`src/sv/linear_scan_key_handle_table_unit_macros.svh`:
```
// ---------------------------------------------------------------------------
// linear scan key handle table - assertion macros
// shared concurrent assertion forms for the table's rtl modules
// ---------------------------------------------------------------------------
`ifndef LINEAR_SCAN_KEY_HANDLE_TABLE_UNIT_MACROS_SVH
`define LINEAR_SCAN_KEY_HANDLE_TABLE_UNIT_MACROS_SVH

// same-cycle implication, masked while reset is held
`define LSKHT_ASSERT_IMP(lbl, clk, rst_n, pre, post, msg) \
  lbl: assert property (@(posedge clk) disable iff (!rst_n) (pre) |-> (post)) \
    else $error(msg);

// next-cycle implication, masked while reset is held
`define LSKHT_ASSERT_NXT(lbl, clk, rst_n, pre, post, msg) \
  lbl: assert property (@(posedge clk) disable iff (!rst_n) (pre) |=> (post)) \
    else $error(msg);

`endif

```
`src/sv/lskht_pkg.sv`:
```
// ---------------------------------------------------------------------------
// lskht_pkg
// types, codes and defaults shared by the key handle table modules
// ---------------------------------------------------------------------------
package lskht_pkg;

  localparam int TABLE_DEPTH_DEF = 256;
  localparam int KEY_WIDTH_DEF   = 64;

  localparam int OP_W     = 2;
  localparam int FKEY_W   = 64;
  localparam int HANDLE_W = 64;
  localparam int LIDX_W   = 8;
  localparam int STATUS_W = 3;

  typedef enum logic [OP_W-1:0] {
    OP_ADD  = 2'd0,
    OP_FIND = 2'd1,
    OP_NEXT = 2'd2,
    OP_DEL  = 2'd3
  } op_t;

  typedef enum logic [STATUS_W-1:0] {
    ST_OK       = 3'd0,
    ST_EXISTS   = 3'd1,
    ST_FULL     = 3'd2,
    ST_NOTFOUND = 3'd3,
    ST_END      = 3'd4
  } status_t;

  // controller to datapath
  typedef struct packed {
    logic load;      // capture request, set scan start
    logic clr;       // clear one valid mark
    logic scan;      // issue one table read
    logic commit;    // write new entry into free slot
    logic out_load;  // move pending result to output register
  } cmd_t;

  // datapath to controller
  typedef struct packed {
    logic clr_last;
    logic past_end;
    logic done;
    logic need_commit;
  } sts_t;

endpackage

```
`src/sv/lskht_ctrl.sv`:
```
// ---------------------------------------------------------------------------
// lskht_ctrl
// sequencer for clearing pass, scan, entry write and result hand-off
// ---------------------------------------------------------------------------
`include "linear_scan_key_handle_table_unit_macros.svh"

module lskht_ctrl (
  input  logic            clk,
  input  logic            rst_n,
  input  logic            in_valid,
  output logic            in_stall,
  output logic            out_valid,
  input  logic            out_stall,
  input  lskht_pkg::sts_t sts,
  output lskht_pkg::cmd_t cmd
);

  import lskht_pkg::*;

  typedef enum logic [2:0] {
    S_CLEAR,
    S_IDLE,
    S_SCAN,
    S_COMMIT,
    S_DONE
  } state_t;

  state_t state_r, state_nxt;
  logic   out_valid_r, out_valid_nxt;

  always_comb begin
    state_nxt = state_r;
    cmd       = '0;
    unique case (state_r)
      S_CLEAR: begin
        cmd.clr = 1'b1;
        if (sts.clr_last) begin
          state_nxt = S_IDLE;
        end
      end
      S_IDLE: begin
        if (in_valid) begin
          cmd.load  = 1'b1;
          state_nxt = S_SCAN;
        end
      end
      S_SCAN: begin
        priority if (sts.past_end) begin
          state_nxt = S_DONE;
        end else if (sts.done) begin
          state_nxt = sts.need_commit ? S_COMMIT : S_DONE;
        end else begin
          cmd.scan = 1'b1;
        end
      end
      S_COMMIT: begin
        cmd.commit = 1'b1;
        state_nxt  = S_DONE;
      end
      S_DONE: begin
        if (!out_valid_r || !out_stall) begin
          cmd.out_load = 1'b1;
          state_nxt    = S_IDLE;
        end
      end
      default: state_nxt = S_CLEAR;
    endcase
  end

  assign out_valid_nxt = cmd.out_load ? 1'b1 : (out_stall ? out_valid_r : 1'b0);

  always_ff @(posedge clk) begin
    if (!rst_n) begin
      state_r     <= S_CLEAR;
      out_valid_r <= 1'b0;
    end else begin
      state_r     <= state_nxt;
      out_valid_r <= out_valid_nxt;
    end
  end

  assign in_stall  = (state_r != S_IDLE);
  assign out_valid = out_valid_r;

  `LSKHT_ASSERT_IMP(a_no_overwrite, clk, rst_n, out_valid_r && out_stall, !cmd.out_load,
    "waiting result overwritten")
  `LSKHT_ASSERT_NXT(a_one_at_a_time, clk, rst_n, in_valid && !in_stall, in_stall,
    "second request taken while one is in work")
  `LSKHT_ASSERT_IMP(a_commit_after_scan, clk, rst_n, cmd.commit, $past(state_r) == S_SCAN,
    "entry write not preceded by a scan")

endmodule

```
`config.mk`:
```
export PLATFORM = sky130hd
export DESIGN_NAME = lskht_ctrl
export DESIGN_NICKNAME = d
export VERILOG_FILES = /design/src/sv/lskht_pkg.sv /design/src/sv/lskht_ctrl.sv
export VERILOG_INCLUDE_DIRS = /design/src /design/src/sv
export SDC_FILE = /design/constraint.sdc
export NUM_CORES = 1
export LEC_CHECK = 0
export ABC_AREA = 1
export CAP_MARGIN = 20
export CORE_AREA = 2 2 39 41
export DETAILED_ROUTE_END_ITERATION = 10
export DIE_AREA = 0 0 41 43
export DONT_BUFFER_PORTS = 1
export PLACE_DENSITY = 0.43
export SYNTH_ARGS = -nofsm -noshare
export SYNTH_HDL_FRONTEND = slang
export SYNTH_SLANG_ARGS = --single-unit
```
`constraint.sdc`:
```
create_clock -name clk -period 1.45 [get_ports clk]
set_input_delay 0 -clock clk [delete_from_list [all_inputs] [get_ports clk]]
set_output_delay 0 -clock clk [all_outputs]
set_load 0.005 [all_outputs]
```
==> flow_metrics.py <==
metrics = {
    "detailed_routing": {
        "routed_wire_length_per_instance_um": 8.20,
        "detailroute.via_count": 287,
        "drc": 0,
        "drt_wl_total_um": 566,
        "drt-initial-drc-count": 2,
        "pre_antenna_drt_iters": 3,
        "antenna_left": 0,
        "post_drt_via_cell_ratio": 4.16,
    },
    "sta": {
        "period_minus_slack_ns": 1.10,
        "slew_headroom": 0.833,
        "worst_clock_skew_ns": 0.000568,
        "final_min_period_over_clock_period": 0.759,
        "max_freq_mhz": 908,
        "setup_repair_after_global_routing_missed_its_margin": "no",
        "finalSetupViolCount": 0,
        "tightest_slew_ns": 0.250,
        "final-hold-violation-count": 0,
        "final-max-slew-violation-count": 0,
        "setup-tns-final_ns": 0,
    },
    "cells_and_area": {
        "final_layout_size_suffix_gt1_frac": 0.151,
        "stdcell_count": 69,
        "diodes": 0,
        "finalInstanceArea_um2": 348,
        "design.final.nets": 63,
        "nFillCells": 169,
        "syn_to_final_growth_pct": 29.3,
        "final_util": 0.251,
    },
    "global_routing": {
        "grt-ovfl-total": 0,
        "antenna_found_initial": 0,
        "grtUsageTotal": 0.0842,
        "global_route_wire_length_before_repair_um": 966,
        "grt_pass1_vias": 285,
        "grt_start_max_net_pins": 8,
    },
    "worst_setup_path": {
        "critical-path-top-delay-family": "flip-flops",
        "cpMaxStageDelayCell": "sky130_fd_sc_hd__dfxtp_1",
        "critPathMaxStageDelay_ns": 0.45,
        "timing.critical_path.to_type": "register",
        "r2r_cells": 6,
        "crit_path_max_fanout": 7,
        "library_cell_appearing_most_often_on_the_critical_path": "sky130_fd_sc_hd__nand2_1",
        "critical_path_arrival_ns": 1.26,
        "setup.worst_path.start_class": "register",
        "worstPathBufferInverterCount": 1,
        "logic_depth_of_the_worst_path_buffers_included": 6,
        "cp.required_ns": 1.61,
        "criticalPathCategory": "register to register",
        "timing.critical_path.cells": "inv_2 > nand3_1 > nand2_1 > nor2_2 > nand2_1 > a21oi_2",
    },
    "power_and_ir_drop": {
        "p_int_mw": 0.348,
        "power.density_cell_area_nw_per_um2": 1810,
        "seqPwrFrac": 0.310,
        "cellLeakagePower_nw": 0.188,
        "p_sw_frac": 0.447,
        "ir_worst_vdd_v": 0.000328,
        "pwr-share-comb": 0.482,
        "power_frac_clock": 0.208,
        "netSwitchingPower_mw": 0.282,
    },
    "logic_synthesis": {
        "synth-seq-area-share": 0.298,
        "synth_area_um2": 269,
        "synth_common_cells": "sky130_fd_sc_hd__nand2_1, sky130_fd_sc_hd__inv_1, sky130_fd_sc_hd__nor2_1",
        "largest_cells_by_area_after_synthesis": "sky130_fd_sc_hd__dfxtp_1, sky130_fd_sc_hd__nand2_1, sky130_fd_sc_hd__inv_1, sky130_fd_sc_hd__nor2_1, sky130_fd_sc_hd__a21oi_1",
        "ys_types": 13,
        "post-synth-top-area-cell": "sky130_fd_sc_hd__dfxtp_1",
        "number_of_enable_type_register_cells_in_the_synthesized_netlist": 0,
        "synthCells": 47,
        "yosysTopAreaCellShare": 0.298,
        "ys.flop_type": "sky130_fd_sc_hd__dfxtp_1",
        "synthesis.area_per_instance_um2": 5.72,
        "mappedNetlistNets": 55,
        "yosysWarningCount": 0,
        "library_cell_with_the_highest_instance_count_after_synthesis": "sky130_fd_sc_hd__nand2_1",
        "ys_seq_elements": 4,
        "synth_async_sr_flop_share": 0,
    },
    "placed_design": {
        "hpwlAfterDp_um": 474,
        "place_area_um2": 282,
        "portBuffers": 0,
        "post_place_cells": 62,
        "gp_congestion": 0.652,
    },
    "floorplan": {
        "boundaryPins": 15,
        "core-area_um2": 1380,
        "die_height_um": 43,
        "die-area_um2": 1760,
        "initial_core_utilization": 0.194,
        "die-width_um": 41,
        "number_of_standard_cell_rows_in_the_floorplan": 14,
    },
    "worst_hold_path": {
        "min_path_type": "input pin to register",
        "hold_depth": 3,
    },
    "clocking": {
        "tritoncts": "built",
        "cts_inserted_buffers": 3,
        "cts_max_level": 1,
        "cts_root_buffer": "sky130_fd_sc_hd__clkbuf_4",
        "deepest_clock_path_buffer_count": 2,
        "clkTransAtPathRegs_ns": 0.03,
        "worstSkewPairLatency_ns": 0.23,
        "clock_sinks": 4,
    },
    "flow_run": {
        "cap_viol_max_count": 0,
    },
    "status": {
        "run_status": "finished clean",
    },
}
state kept, by name (all words and copies together) (netlist names):
name / flops
state_r: 3
out_valid: 1
worst min-delay path: stages:
cell                      delay [ns]
sky130_fd_sc_hd__inv_1          0.03
sky130_fd_sc_hd__nand3_1        0.09
sky130_fd_sc_hd__a21oi_1        0.07
cell families (layout without fill, tap and decap cells):
| logic type | Yosys count | in the layout | synth area share |
|---|---|---|---|
| AO/OA/AOI/OAI | 4 | 4 | 0.0744 |
| flip-flops | 4 | 4 | 0.298 |
| AND/OR/NAND/NOR | 28 | 28 | 0.460 |
| buffers and inverters | 11 | 17 | 0.167 |
area by class of cell:
type                    instances  area [µm²]  share of cell area
clock buffers                   3        22.5              0.0647
repair buffers                  4        40.0               0.115
flip-flops and latches          4        80.1               0.230
multi-input cells              32         148               0.424
well taps                      16        20.0              0.0576
inverters                      10        37.5               0.108
layout by cell type (no fill, tap or decap), types with 2 or more instances in the layout:
cell and n:
sky130_fd_sc_hd__a21oi_1 2, sky130_fd_sc_hd__clkbuf_4 3, sky130_fd_sc_hd__dfxtp_1 4, sky130_fd_sc_hd__dlygate4sd3_1 4, sky130_fd_sc_hd__inv_1 9, sky130_fd_sc_hd__nand2_1 12
sky130_fd_sc_hd__nand3_1 3, sky130_fd_sc_hd__nor2_1 8, sky130_fd_sc_hd__nor2_2 2
layer usage:
layer  vias to the layer above  part of all wire  global-route usage  wire length (µm)
li1                        154                 -                   -                 -
met1                       126              0.43              0.0767               241
met2                         7              0.52               0.131               297
met3                         0             0.049              0.0314                28
met4                         0                 0              0.0800                 0
met5                         -                 0                   0                 0
stage by stage:
| stage | worst slack, ns | hold WS (ns) | power [mW] |
|---|---|---|---|
| 3_5_place_dp | 0.346 | 0.111 | 0.488 |
| 6_report | 0.349 | 0.0241 | 0.629 |
| 3_3_place_gp | 0.340 | 0.102 | 0.495 |
| 2_1_floorplan | 0.452 | 0.0926 | 0.450 |
| 5_1_grt | 0.177 | 0.0664 | 0.716 |
| 4_1_cts | 0.0182 | 0.0194 | 0.635 |
path summary, 6_finish.rpt:
| kind | start | end | slack, ns |
|---|---|---|---|
| worst min-delay path | in_valid | state_r[0] | 0.02 |
| worst min register to register | out_valid | out_valid | 0.50 |
| worst max register to register | state_r[2] | state_r[1] | 0.35 |
| worst max-delay path | state_r[2] | state_r[1] | 0.35 |
power groups by stage:
stage / registers [mW] / clock network, mW / logic (mW)
floorplan: 0.189 / 0 / 0.261
global placement: 0.199 / 0 / 0.296
detailed placement: 0.197 / 0 / 0.290
CTS: 0.196 / 0.139 / 0.300
global route: 0.206 / 0.154 / 0.355
finish: 0.195 / 0.131 / 0.303
timing repair:
action / CTS / global route
endpoints found under the setup margin: 0 / 1
buffers inserted: 0 / 0
resized for setup: 0 / 1
endpoints found under the hold margin: 4 / 1
hold buffers: 4 / 1
(Power assumes the default switching activity.)
